### src/hdl/fccb_pkg.sv
// Shared widths, constants, register indexes and sequencer states for
// four_cycle_count_bound_unit. No dependencies.
`timescale 1ns / 1ps

package fccb_pkg;

  // Field and register widths
  localparam int DEG_W      = 6;
  localparam int D2_W       = 11;
  localparam int N_W        = 7;
  localparam int E_W        = 11;
  localparam int ACC_W      = 32;
  localparam int CFG_IDX_W  = 2;
  localparam int CFG_DATA_W = 11;

  // Working widths: g = n - d - 1 and h = e - d2, both signed
  localparam int G_W = 9;
  localparam int H_W = 12;

  // Serial divider: |4h^2 + g - 1| stays below 2^24, |g| below 2^7
  localparam int DIV_W     = 24;
  localparam int DIV_CNT_W = $clog2(DIV_W);
  localparam int DEN_W     = 8;

  // Inverse of 3 modulo 2^32: exact division by 3 of a known multiple
  localparam logic [ACC_W-1:0] INV3 = 32'hAAAA_AAAB;

  // Configuration register indexes
  localparam logic [CFG_IDX_W-1:0] CFG_VERTEX_COUNT = 2'd0;
  localparam logic [CFG_IDX_W-1:0] CFG_EDGE_COUNT   = 2'd1;
  localparam logic [CFG_IDX_W-1:0] CFG_BOUND_MODE   = 2'd2;

  // Bound modes
  localparam logic MODE_LOWER = 1'b0;
  localparam logic MODE_UPPER = 1'b1;

  // Sequencer states, one-hot
  typedef enum logic [19:0] {
    S_IDLE  = 20'h00001,
    S_DEG0  = 20'h00002,  // d(d-1)
    S_DEG1  = 20'h00004,  // * (d-5)
    S_DEG2  = 20'h00008,  // / 6
    S_DEG3  = 20'h00010,  // add to signed sum, g(g-1)
    S_CUBE0 = 20'h00020,  // * (g-2)
    S_CUBE1 = 20'h00040,  // / 6
    S_CUBE2 = 20'h00080,  // h * k
    S_CUBE3 = 20'h00100,  // add to quarter sum, h*h
    S_EIG0  = 20'h00200,  // form numerator, start divider
    S_DIV   = 20'h00400,  // one quotient bit per cycle
    S_EIG1  = 20'h00800,  // sign fix, add to eighth sum
    S_FIN0  = 20'h01000,  // n(n-1)
    S_FIN1  = 20'h02000,  // * (n-2)
    S_FIN2  = 20'h04000,  // * (n-3)
    S_FIN3  = 20'h08000,  // / 24
    S_FIN4  = 20'h10000,  // e(e-1)
    S_FIN5  = 20'h20000,  // base + signed sum
    S_FIN6  = 20'h40000,  // + quarter term
    S_FIN7  = 20'h80000   // + eighth term, load output
  } state_t;

endpackage

### src/hdl/four_cycle_count_bound_unit.sv
// four_cycle_count_bound_unit: per-vertex accumulation and final bound.
// Depends on fccb_pkg (widths, constants, states).
//
// Each word runs the degree and cube steps and, in the lower mode, the
// bit-serial divider, skipped when the remaining vertex count is zero. The
// word marked last then runs the final steps. A word is taken only in idle.
// All products run through one registered 32x32 multiplier (low half).
// Result leaves through an output register; the next word is taken while it
// waits. Synchronous reset clears config, sums, out_valid and the sequencer.
`timescale 1ns / 1ps

module four_cycle_count_bound_unit (
  input  logic                              clk,
  input  logic                              rst,
  // configuration channel
  input  logic                              cfg_valid,
  output logic                              cfg_ready,
  input  logic [fccb_pkg::CFG_IDX_W-1:0]    cfg_index,
  input  logic [fccb_pkg::CFG_DATA_W-1:0]   cfg_data,
  // input channel
  input  logic                              in_valid,
  output logic                              in_ready,
  input  logic [fccb_pkg::DEG_W-1:0]        degree,
  input  logic [fccb_pkg::D2_W-1:0]         second_degree,
  input  logic                              last_vertex,
  // output channel
  output logic                              out_valid,
  input  logic                              out_ready,
  output logic signed [fccb_pkg::ACC_W-1:0] cycle_bound
);

  localparam int AW = fccb_pkg::ACC_W;
  localparam int GW = fccb_pkg::G_W;
  localparam int HW = fccb_pkg::H_W;
  localparam int DW = fccb_pkg::DIV_W;
  localparam int NW = fccb_pkg::DEN_W;
  localparam int CW = fccb_pkg::DIV_CNT_W;

  fccb_pkg::state_t state;

  // configuration registers
  logic [fccb_pkg::N_W-1:0] vertex_count;
  logic [fccb_pkg::E_W-1:0] edge_count;
  logic                     bound_mode;

  // accumulators
  logic [AW-1:0] signed_sum;
  logic [AW-1:0] quarter_sum;
  logic [AW-1:0] eighth_sum;

  // per-word working registers
  logic [fccb_pkg::DEG_W-1:0] deg;
  logic signed [GW-1:0]       g;
  logic signed [HW-1:0]       h;
  logic                       last;
  logic [AW-1:0]              prod;
  logic [AW-1:0]              tmp;

  // divider registers
  logic [DW-1:0]                    quo;
  logic [NW-1:0]                    rem;
  logic [NW-1:0]                    den;
  logic                             qneg;
  logic [CW-1:0]                    div_cnt;

  // sign-extended operands
  logic [AW-1:0] d_x, g_x, h_x, n_x, e_x, k_x;
  logic [AW-1:0] mul_a, mul_b, mul_out;
  logic [AW-1:0] num, num_mag;
  logic [GW-1:0] g_mag;
  logic [NW-1:0] rem_sh;
  logic [AW-1:0] q_x;
  logic [AW-1:0] quarter_term, eighth_term;
  logic          in_acc;

  // registers change only between words
  assign cfg_ready = (state == fccb_pkg::S_IDLE);
  assign in_ready  = (state == fccb_pkg::S_IDLE);
  assign in_acc    = in_valid && in_ready;

  assign d_x = AW'(deg);
  assign g_x = AW'(g);
  assign h_x = AW'(h);
  assign n_x = AW'(vertex_count);
  assign e_x = AW'(edge_count);

  // second factor of the h term: g-3 (lower) or g+2h-4 (upper)
  assign k_x = (bound_mode == fccb_pkg::MODE_UPPER) ? (g_x + (h_x << 1) - AW'(4))
                                                    : (g_x - AW'(3));

  // shared multiplier operand select
  always_comb begin
    mul_a = prod;
    mul_b = prod;
    unique case (state)
      fccb_pkg::S_DEG0:  begin mul_a = d_x; mul_b = d_x - AW'(1); end
      fccb_pkg::S_DEG1:  begin mul_a = prod; mul_b = d_x - AW'(5); end
      fccb_pkg::S_DEG2:  begin mul_a = AW'($signed(prod) >>> 1); mul_b = fccb_pkg::INV3; end
      fccb_pkg::S_DEG3:  begin mul_a = g_x; mul_b = g_x - AW'(1); end
      fccb_pkg::S_CUBE0: begin mul_a = prod; mul_b = g_x - AW'(2); end
      fccb_pkg::S_CUBE1: begin mul_a = AW'($signed(prod) >>> 1); mul_b = fccb_pkg::INV3; end
      fccb_pkg::S_CUBE2: begin mul_a = h_x; mul_b = k_x; end
      fccb_pkg::S_CUBE3: begin mul_a = h_x; mul_b = h_x; end
      fccb_pkg::S_FIN0:  begin mul_a = n_x; mul_b = n_x - AW'(1); end
      fccb_pkg::S_FIN1:  begin mul_a = prod; mul_b = n_x - AW'(2); end
      fccb_pkg::S_FIN2:  begin mul_a = prod; mul_b = n_x - AW'(3); end
      fccb_pkg::S_FIN3:  begin mul_a = prod >> 3; mul_b = fccb_pkg::INV3; end
      fccb_pkg::S_FIN4:  begin mul_a = e_x; mul_b = e_x - AW'(1); end
      default:           begin mul_a = prod; mul_b = prod; end
    endcase
  end

  assign mul_out = mul_a * mul_b;

  // divider setup: numerator 4h^2 + g - 1, magnitudes and quotient sign
  assign num     = (prod << 2) + g_x - AW'(1);
  assign num_mag = num[AW-1] ? (-num) : num;
  assign g_mag   = g[GW-1] ? (-g) : g;

  // restoring divider step
  assign rem_sh = {rem[NW-2:0], quo[DW-1]};
  assign q_x    = qneg ? (-AW'(quo)) : AW'(quo);

  // final terms
  assign quarter_term = (bound_mode == fccb_pkg::MODE_UPPER) ? (quarter_sum >> 2)
                                                             : ((quarter_sum + AW'(3)) >> 2);
  assign eighth_term  = (bound_mode == fccb_pkg::MODE_UPPER) ? '0
                                                             : ((eighth_sum + AW'(7)) >> 3);

  // configuration writes
  always_ff @(posedge clk) begin
    if (rst) begin
      vertex_count <= '0;
      edge_count   <= '0;
      bound_mode   <= fccb_pkg::MODE_LOWER;
    end else if (cfg_valid && cfg_ready) begin
      unique case (cfg_index)
        fccb_pkg::CFG_VERTEX_COUNT: vertex_count <= cfg_data[fccb_pkg::N_W-1:0];
        fccb_pkg::CFG_EDGE_COUNT:   edge_count   <= cfg_data[fccb_pkg::E_W-1:0];
        fccb_pkg::CFG_BOUND_MODE:   bound_mode   <= cfg_data[0];
        default: ;
      endcase
    end
  end

  // working registers, no reset
  always_ff @(posedge clk) begin
    if (in_acc) begin
      deg  <= degree;
      last <= last_vertex;
      g    <= $signed({2'b00, vertex_count}) - $signed({3'b000, degree}) - 9'sd1;
      h    <= $signed({1'b0, edge_count}) - $signed({1'b0, second_degree});
    end
    unique case (state)
      fccb_pkg::S_CUBE2: tmp <= prod;
      fccb_pkg::S_FIN4:  tmp <= prod;
      fccb_pkg::S_FIN5:  tmp <= (prod >> 1) - tmp + signed_sum;
      fccb_pkg::S_FIN6:  tmp <= tmp + quarter_term;
      default: ;
    endcase
    prod <= mul_out;
    if (state == fccb_pkg::S_EIG0) begin
      quo     <= num_mag[DW-1:0];
      den     <= g_mag[NW-1:0];
      qneg    <= num[AW-1] ^ g[GW-1];
      rem     <= '0;
      div_cnt <= '0;
    end else if (state == fccb_pkg::S_DIV) begin
      div_cnt <= div_cnt + 1'b1;
      if (rem_sh >= den) begin
        rem <= rem_sh - den;
        quo <= {quo[DW-2:0], 1'b1};
      end else begin
        rem <= rem_sh;
        quo <= {quo[DW-2:0], 1'b0};
      end
    end
  end

  // sequencer, accumulators and output register
  always_ff @(posedge clk) begin
    if (rst) begin
      state       <= fccb_pkg::S_IDLE;
      signed_sum  <= '0;
      quarter_sum <= '0;
      eighth_sum  <= '0;
      out_valid   <= 1'b0;
    end else begin
      // word taken with no new one loaded behind it
      if (out_valid && out_ready && state != fccb_pkg::S_FIN7) begin
        out_valid <= 1'b0;
      end
      unique case (state)
        fccb_pkg::S_IDLE: begin
          if (in_acc) state <= fccb_pkg::S_DEG0;
        end
        fccb_pkg::S_DEG0:  state <= fccb_pkg::S_DEG1;
        fccb_pkg::S_DEG1:  state <= fccb_pkg::S_DEG2;
        fccb_pkg::S_DEG2:  state <= fccb_pkg::S_DEG3;
        fccb_pkg::S_DEG3: begin
          signed_sum <= signed_sum + prod;
          state      <= fccb_pkg::S_CUBE0;
        end
        fccb_pkg::S_CUBE0: state <= fccb_pkg::S_CUBE1;
        fccb_pkg::S_CUBE1: state <= fccb_pkg::S_CUBE2;
        fccb_pkg::S_CUBE2: state <= fccb_pkg::S_CUBE3;
        fccb_pkg::S_CUBE3: begin
          quarter_sum <= quarter_sum + tmp + prod;
          if (bound_mode == fccb_pkg::MODE_LOWER) begin
            state <= fccb_pkg::S_EIG0;
          end else begin
            state <= last ? fccb_pkg::S_FIN0 : fccb_pkg::S_IDLE;
          end
        end
        fccb_pkg::S_EIG0: begin
          // no remaining vertices: the eighth term adds nothing
          if (g == '0) begin
            state <= last ? fccb_pkg::S_FIN0 : fccb_pkg::S_IDLE;
          end else begin
            state <= fccb_pkg::S_DIV;
          end
        end
        fccb_pkg::S_DIV: begin
          if (div_cnt == CW'(DW - 1)) state <= fccb_pkg::S_EIG1;
        end
        fccb_pkg::S_EIG1: begin
          eighth_sum <= eighth_sum + q_x;
          state      <= last ? fccb_pkg::S_FIN0 : fccb_pkg::S_IDLE;
        end
        fccb_pkg::S_FIN0: state <= fccb_pkg::S_FIN1;
        fccb_pkg::S_FIN1: state <= fccb_pkg::S_FIN2;
        fccb_pkg::S_FIN2: state <= fccb_pkg::S_FIN3;
        fccb_pkg::S_FIN3: state <= fccb_pkg::S_FIN4;
        fccb_pkg::S_FIN4: state <= fccb_pkg::S_FIN5;
        fccb_pkg::S_FIN5: state <= fccb_pkg::S_FIN6;
        fccb_pkg::S_FIN6: state <= fccb_pkg::S_FIN7;
        fccb_pkg::S_FIN7: begin
          // hold until the output register is free
          if (!out_valid || out_ready) begin
            out_valid   <= 1'b1;
            signed_sum  <= '0;
            quarter_sum <= '0;
            eighth_sum  <= '0;
            state       <= fccb_pkg::S_IDLE;
          end
        end
        default: state <= fccb_pkg::S_IDLE;
      endcase
    end
  end

  // output word, payload only
  always_ff @(posedge clk) begin
    if (state == fccb_pkg::S_FIN7 && (!out_valid || out_ready)) begin
      cycle_bound <= $signed(tmp + eighth_term);
    end
  end

endmodule
### config.mk
export PLATFORM = sky130hd
export DESIGN_NAME = four_cycle_count_bound_unit
export DESIGN_NICKNAME = d
export VERILOG_FILES = /design/src/hdl/fccb_pkg.sv /design/src/hdl/four_cycle_count_bound_unit.sv
export SDC_FILE = /design/constraint.sdc
export NUM_CORES = 2
export LEC_CHECK = 0
export BUFFER_PORTS_ARGS = -buffer_cell sky130_fd_sc_hd__buf_2
export CORE_ASPECT_RATIO = 1.25
export CORE_MARGIN = 2
export CORE_UTILIZATION = 60
export DETAILED_ROUTE_END_ITERATION = 7
export PLACE_DENSITY = 0.8
export SYNTH_ARGS = -nofsm -noshare
export SYNTH_HDL_FRONTEND = slang
export SYNTH_SLANG_ARGS = --single-unit
### constraint.sdc
create_clock -name clk -period 9.8 [get_ports clk]
set_clock_uncertainty 0.05 [all_clocks]
set_input_delay 0.98 -clock clk [delete_from_list [all_inputs] [get_ports clk]]
set_output_delay 0.98 -clock clk [all_outputs]
set_load 0.01 [all_outputs]
; ---- Word level (Yosys, flattened, before mapping)
; Index checks and enable logic that the tools add are counted.
; Widths: inputs -> output; s select.
[classes]
mul = 1
n_addsub = 31
n_lt_le_gt_ge = 1
reduce_logical = 25
bitwise = 1
mux = 27
n_eq_ne = 27
[op_table]
columns = op, count
row1 = $pmux 20 s20, 1
row2 = $pmux 32 s11, 1
row3 = $pmux 32 s7, 1
row4 = $add 32x32->32, 6
row5 = $pmux 32 s2, 3
row6 = $mux 32, 3
row7 = $pmux 32 s3, 1
row8 = $mux 24, 3
row9 = $mux 20, 3
row10 = $mux 13, 3
row11 = $add 32x2->32 const B, 1
row12 = $add 32x29->32, 1
row13 = $add 32x3->32 const B, 1
row14 = $add 32x30->32, 1
row15 = $mul 32x32->32, 1
row16 = $neg 24->32, 1
row17 = $sub 31x32->32, 1
row18 = $sub 32x1->32 const B, 1
row19 = $mux 30, 1
row20 = $mux 29, 1
row21 = $neg 24->24, 1
row22 = $eq 20x1->1 const B, 1
row23 = $eq 20x10->1 const B, 1
row24 = $eq 20x11->1 const B, 1
row25 = other kinds (54), 74
[totals]
elab_cells = 133
input_bits = 36
reg_bits = 305
out_inout_bits = 35

; ---- Longest topological paths before layout
[depth]
ltp_word = 5
mapped_depth = 43
mapped_depth_nobuf = 41

; ---- Worst setup path after synthesis
; Ideal clock, no wire load.
[synth_timing]
path_kind = flip-flop to flip-flop
start = register g[2]
end = register prod[31]
period_less_slack_ps = 10232
path_stages_with_launch = 39
setup_ps = 72
setup_slack_ps = -432
arrival_time_ps = 10110
t_required_ps = 9678
n_path_buf = 2
path_cell_list = edfxtp_1 > clkbuf_1 > inv_1 > ha_1 > inv_1 > ha_1 > fa_1 > a21o_1 > a21oi_1 > o21ai_0 > a31oi_1 > o21ai_0 > a311o_1 > nand3_1 > clkbuf_1 > a21boi_1 > nand2_1 > fa_1 > [3 not listed] > inv_1 > fa_1 > fa_1 > fa_1 > fa_1 > fa_1 > xnor2_1 > xnor2_1 > xnor2_1 > xnor2_1 > xnor2_1 > xnor2_1 > xnor2_1 > xnor3_1 > xnor2_1 > xnor3_1 > xnor2_1 > xnor2_1
[synth_between]
elab_chain_len = 5
[synth_lines]
columns = element, line_no
row1 = start: declaration, four_cycle_count_bound_unit.sv:53  ; logic signed [GW-1:0] g;
row2 = start signal: assignment, four_cycle_count_bound_unit.sv:151  ; g <= $signed({2'b00, vertex_count}) - $signed({3'b000, degree}) - 9'sd1;
row3 = $add 9x13->14, four_cycle_count_bound_unit.sv:88  ; assign k_x = (bound_mode == fccb_pkg::MODE_UPPER) ? (g_x + (h_x << 1) - AW'(4))
row4 = $sub 14x4->15, four_cycle_count_bound_unit.sv:88
row5 = $mux 32, four_cycle_count_bound_unit.sv:88
row6 = $pmux 32 s11, four_cycle_count_bound_unit.sv:95  ; unique case (state)
row7 = $mul 32x32->32 (*), four_cycle_count_bound_unit.sv:113  ; assign mul_out = mul_a * mul_b;
row8 = via mul_out[31], four_cycle_count_bound_unit.sv:68  ; logic [AW-1:0] mul_a, mul_b, mul_out;
row9 = end signal: assignment, four_cycle_count_bound_unit.sv:161  ; prod <= mul_out;
row10 = end: declaration, four_cycle_count_bound_unit.sv:56  ; logic [AW-1:0] prod;
; Mark *: on every way through the listed nets, which the timed path passes. The rest lies on a longest branch.
; A chain may end at the register's enable or synchronous reset.

; ---- Worst setup path after layout
[layout_timing]
start = register state[0]
end = register prod[28]
[layout_between]
elab_chain_len = 4
[layout_lines]
columns = element, line_no
row1 = start: declaration, four_cycle_count_bound_unit.sv:39  ; fccb_pkg::state_t state;
row2 = start signal: assignment, four_cycle_count_bound_unit.sv:183  ; state <= fccb_pkg::S_IDLE;
row3 = start signal: assignment, four_cycle_count_bound_unit.sv:195  ; if (in_acc) state <= fccb_pkg::S_DEG0;
row4 = start signal: assignment, four_cycle_count_bound_unit.sv:197  ; fccb_pkg::S_DEG0: state <= fccb_pkg::S_DEG1;
row5 = $eq 20x16->1 (tied with other cells), four_cycle_count_bound_unit.sv:95
row6 = $reduce_or 3->1 (no source line) / $reduce_or 2->1 (equally long branches), n/a
row7 = $pmux 32 s11 / $pmux 32 s7 (equally long branches), four_cycle_count_bound_unit.sv:95
row8 = $mul 32x32->32 (*), four_cycle_count_bound_unit.sv:113
row9 = via mul_out[28], four_cycle_count_bound_unit.sv:68
; Marks and branches as above.

==> results.py <==
metrics = {
    "pwr": {
        "p_leak_nw": 23.9,
        "vdd_drop_max_v": 0.000153,
        "post-layout-total-power_mw": 7.14,
        "power-per-cell-area_mw_per_mm2": 139,
    },
    "setup_path": {
        "setup.worst_path.class": "flip-flop to flip-flop",
        "crit-reg2reg-launch": "state[0]$_SDFFE_PP1P_",
        "reg2reg_slack_ns": 0.27,
        "critical-path-max-stage-delay_ns": 0.55,
        "worst-path-max-fanout": 8,
        "timing.critical_path.arrival_ns": 10.00,
        "cpMostUsedCell": "fa_1",
        "setup.worst_path.end_class": "flip-flop",
        "worstSetupStartpoint": "state[0]$_SDFFE_PP1P_",
        "worstSetupStartpointType": "flip-flop",
        "worst_ep_required_time_ns": 10.27,
        "crit_path_top_delay_cell": "nor4_1",
    },
    "floorplan": {
        "floorplan.die.width_microns": 248,
        "floorplan.io_pins": 71,
        "std_cell_rows": 111,
        "floorplan.core_area_sq_mm": 0.0736,
        "initial_core_util": 0.608,
        "die_h_microns": 309,
        "design.die.area_sq_mm": 0.0768,
    },
    "logic_synthesis": {
        "synth.cell_area_sq_mm": 0.0447,
        "number_of_flops_mapped_to_enable_cells_by_yosys": 125,
        "async_flop_share": 0,
        "syn_nets": 6331,
        "synthAdderAreaFrac": 0.335,
        "synthXorXnorAreaFrac": 0.0817,
        "yosysSeqAreaShare": 0.164,
        "synthesis.instances": 5387,
        "synth_top_family_by_area": "adder cells",
        "yosys.area_share.simple": 0.172,
        "synth_cell_types": 98,
        "synth_area_per_cell_sq_um": 8.30,
        "synth-seq-cells": 305,
        "yosys_warnings": 0,
        "compound_cell_area_share_of_the_yosys_netlist": 0.154,
        "synth-main-ff-cell": "dfxtp_1",
        "synth.area.mux_share": 0.00747,
    },
    "worst_hold_path": {
        "timing.hold.worst.start": "signed_sum[10]$_SDFFE_PP0P_",
        "worst_hold_path_type": "flip-flop to flip-flop",
    },
    "cells_and_area": {
        "post-route-cell-area_sq_mm": 0.0513,
        "cell_count_final_fillers_out": 6791,
        "layout-drive-gt1-share": 0.130,
        "final_nets": 6744,
        "final_core_utilization": 0.696,
        "synthToLayoutAreaGrowth_pct": 14.6,
    },
    "placement": {
        "dp.final_hpwl_microns": 130000,
        "pre_cts_ws_ns": -0.0652,
        "gp_routability_congestion": 1.07,
        "placedInstanceArea_sq_mm": 0.0496,
        "dp_cells": 6714,
        "numPortBuffers": 70,
    },
    "sta": {
        "max-slew-margin-rel": 0.215,
        "fin_tns_setup_ns": 0,
        "fin_worst_hold_slack_ns": 0.438,
        "worst_slack_ns": 0.268,
        "max_slew.worst_pin.slew_ns": 1.18,
        "final-hold-violation-count": 0,
        "final-setup-viol-count": 0,
        "finalMaxSlewViolations": 0,
        "final.period_utilization": 0.973,
        "final.min_clock_period_ns": 9.53,
        "unrepaired_setup_endpoints_after_global_routing": "false",
        "fmaxAchievable_ghz": 0.105,
    },
    "clock_network": {
        "h-tree-depth": 2,
        "worst_skew_pair.late_latency_ns": 0.60,
        "cts_tree": "done",
        "clk_slew_on_worst_s_h_paths_ns": 0.06,
        "cts-buffers-inserted": 38,
        "ctsLongestPathBuffers": 3,
        "clk_root_buffer_cell": "clkbuf_16",
        "numClockSinks": 305,
    },
    "drt": {
        "post_drt_via_cell_ratio": 6.14,
        "routedWlPerCell_microns": 23.5,
        "drt.antenna.violating_nets": 0,
        "drc": 0,
        "routed-via-count": 41700,
        "wl_microns": 160000,
        "drt_pre_antenna_iters": 8,
        "drtIter0Drc": 3806,
    },
    "global_route": {
        "groute.usage.overall": 0.423,
        "grt_start_max_net_pins": 54,
        "wire_length_of_the_first_global_routing_pass_microns": 244000,
        "initial_antenna_violation_count": 6,
        "overflow": 0,
        "via_count_of_the_first_global_routing_pass": 42700,
    },
    "outcome": {
        "status": "complete, no violations",
    },
    "job": {
        "drv_cap": 0,
    },
}
-- power breakdown --
group / total (mW) / internal [mW] / switching, mW
combinational: 4.04 / 1.62 / 2.42
clock: 1.57 / 0.922 / 0.649
sequential: 1.53 / 1.39 / 0.140
total: 7.14 / 3.93 / 3.21
-- cell families (layout without fill, tap and decap cells) --
family	Yosys count	after routing
and+or+nand+nor	1636	1636
AOI/OAI and AO/OA	1075	1075
buffers and inverters	1020	1463
adders and majority gates	908	908
xor gates and xnor gates	411	411
DFF	305	305
muxes	32	32
other	0	1
-- layout by cell type (no fill, tap or decap), types with 16 or more instances in the layout --
| cell | instances |
|---|---|
| a221oi_1 | 23 |
| nor2_1 | 422 |
| a21o_1 | 87 |
| xor2_1 | 121 |
| mux2i_1 | 23 |
| a22oi_1 | 62 |
| buf_2 | 69 |
| nand2b_1 | 73 |
| clkbuf_16 | 39 |
| inv_1 | 833 |
| or3_1 | 33 |
| a222oi_1 | 16 |
| ha_1 | 427 |
| or4_1 | 16 |
| nand3_1 | 137 |
| nand4_1 | 29 |
| fa_1 | 474 |
| o21ai_0 | 226 |
| nor2b_1 | 56 |
| a21oi_1 | 315 |
| or2_2 | 25 |
| buf_12 | 27 |
| nor3_1 | 89 |
| o21a_1 | 41 |
| o21bai_1 | 48 |
| dfxtp_1 | 179 |
| edfxtp_1 | 125 |
| and2_1 | 41 |
| a31oi_1 | 19 |
| a211oi_1 | 20 |
| o31ai_1 | 25 |
| nand2_1 | 582 |
| o21ai_1 | 18 |
| nand3b_1 | 16 |
| buf_4 | 460 |
| xnor2_1 | 283 |
-- final cells by class --
class | count | area (sq um)
diodes | 1 | 2.50
clock buffers | 49 | 1040
clock inverters | 21 | 298
fillers | 5992 | 22400
inverters | 836 | 3140
multi-input cells | 4062 | 33900
flip-flops and latches | 305 | 7360
well taps | 960 | 1200
repair buffers | 557 | 4350
-- what timing repair did --
item / 4_1_cts / 5_1_grt
buffers inserted: 0 / 6
endpoints found under the setup margin: 2 / 6
hold buffers: 0 / 0
pin swaps: 2 / 22
resized for setup: 5 / 59
-- cell usage after synthesis (all sizes together) (12+ instances only) --
library cell | number | area share
a221oi | 23 | 0.0045
and3 | 15 | 0.0021
and2 | 42 | 0.0059
dfxtp | 180 | 0.081
clkbuf | 157 | 0.013
a31oi | 19 | 0.0027
o211ai | 12 | 0.0020
a21boi | 20 | 0.0034
nor4 | 24 | 0.0044
o31ai | 26 | 0.0044
or2 | 27 | 0.0038
nor3 | 96 | 0.011
a21o | 87 | 0.015
nor2 | 432 | 0.036
a21oi | 327 | 0.037
ha | 428 | 0.12
nand4 | 30 | 0.0045
nand3 | 138 | 0.016
nand2 | 582 | 0.049
o21ai | 247 | 0.028
inv | 835 | 0.070
or4 | 20 | 0.0034
a22oi | 64 | 0.011
nand3b | 16 | 0.0027
a211oi | 23 | 0.0040
o21a | 43 | 0.0072
nor2b | 56 | 0.0078
o21bai | 48 | 0.0081
a222oi | 16 | 0.0036
o2111ai | 12 | 0.0023
fa | 480 | 0.21
edfxtp | 125 | 0.084
mux2i | 24 | 0.0055
nand2b | 73 | 0.010
or3 | 35 | 0.0049
xor2 | 121 | 0.024
o22ai | 12 | 0.0017
xnor2 | 286 | 0.056
buf | 27 | 0.0029
-- path summary, 6_finish.rpt --
kind                                                    end  cells after the start
worst max-delay path                       prod[28]$_DFF_P_                     39
worst min-delay path            signed_sum[10]$_SDFFE_PP0P_                      2
worst max register to register             prod[28]$_DFF_P_                     39
worst min register to register  signed_sum[10]$_SDFFE_PP0P_                      2
-- worst max-delay path: cells and delay by family, from the launching register on --
family,cells,cell delay (ns)
adder cells (fa/ha/maj),9,4.05
AND/OR/NAND/NOR,11,2.26
buffers and inverters,13,1.72
AO/OA/AOI/OAI,5,0.84
flip-flops,1,0.42
XOR/XNOR,1,0.12
-- sequential cells by signal, summed over array words and instances (netlist names), 5 cells and up --
| register | count |
|---|---|
| cycle_bound | 32 |
| eighth_sum | 32 |
| prod | 32 |
| quarter_sum | 32 |
| signed_sum | 32 |
| tmp | 32 |
| quo | 24 |
| state | 20 |
| h | 12 |
| edge_count | 11 |
| g | 9 |
| den | 8 |
| rem | 7 |
| vertex_count | 7 |
| deg | 6 |
| div_cnt | 5 |
-- routing by layer --
metal | global-route usage | wire, microns | part of all wire | up-vias
li1 | - | - | - | 18800
met1 | 0.499 | 58600 | 0.37 | 20100
met4 | 0.278 | 12500 | 0.078 | 12
met5 | 0 | 73 | 0.00046 | -
met3 | 0.0984 | 15500 | 0.097 | 702
met2 | 0.689 | 73100 | 0.46 | 2059
(Power assumes the default switching activity.)
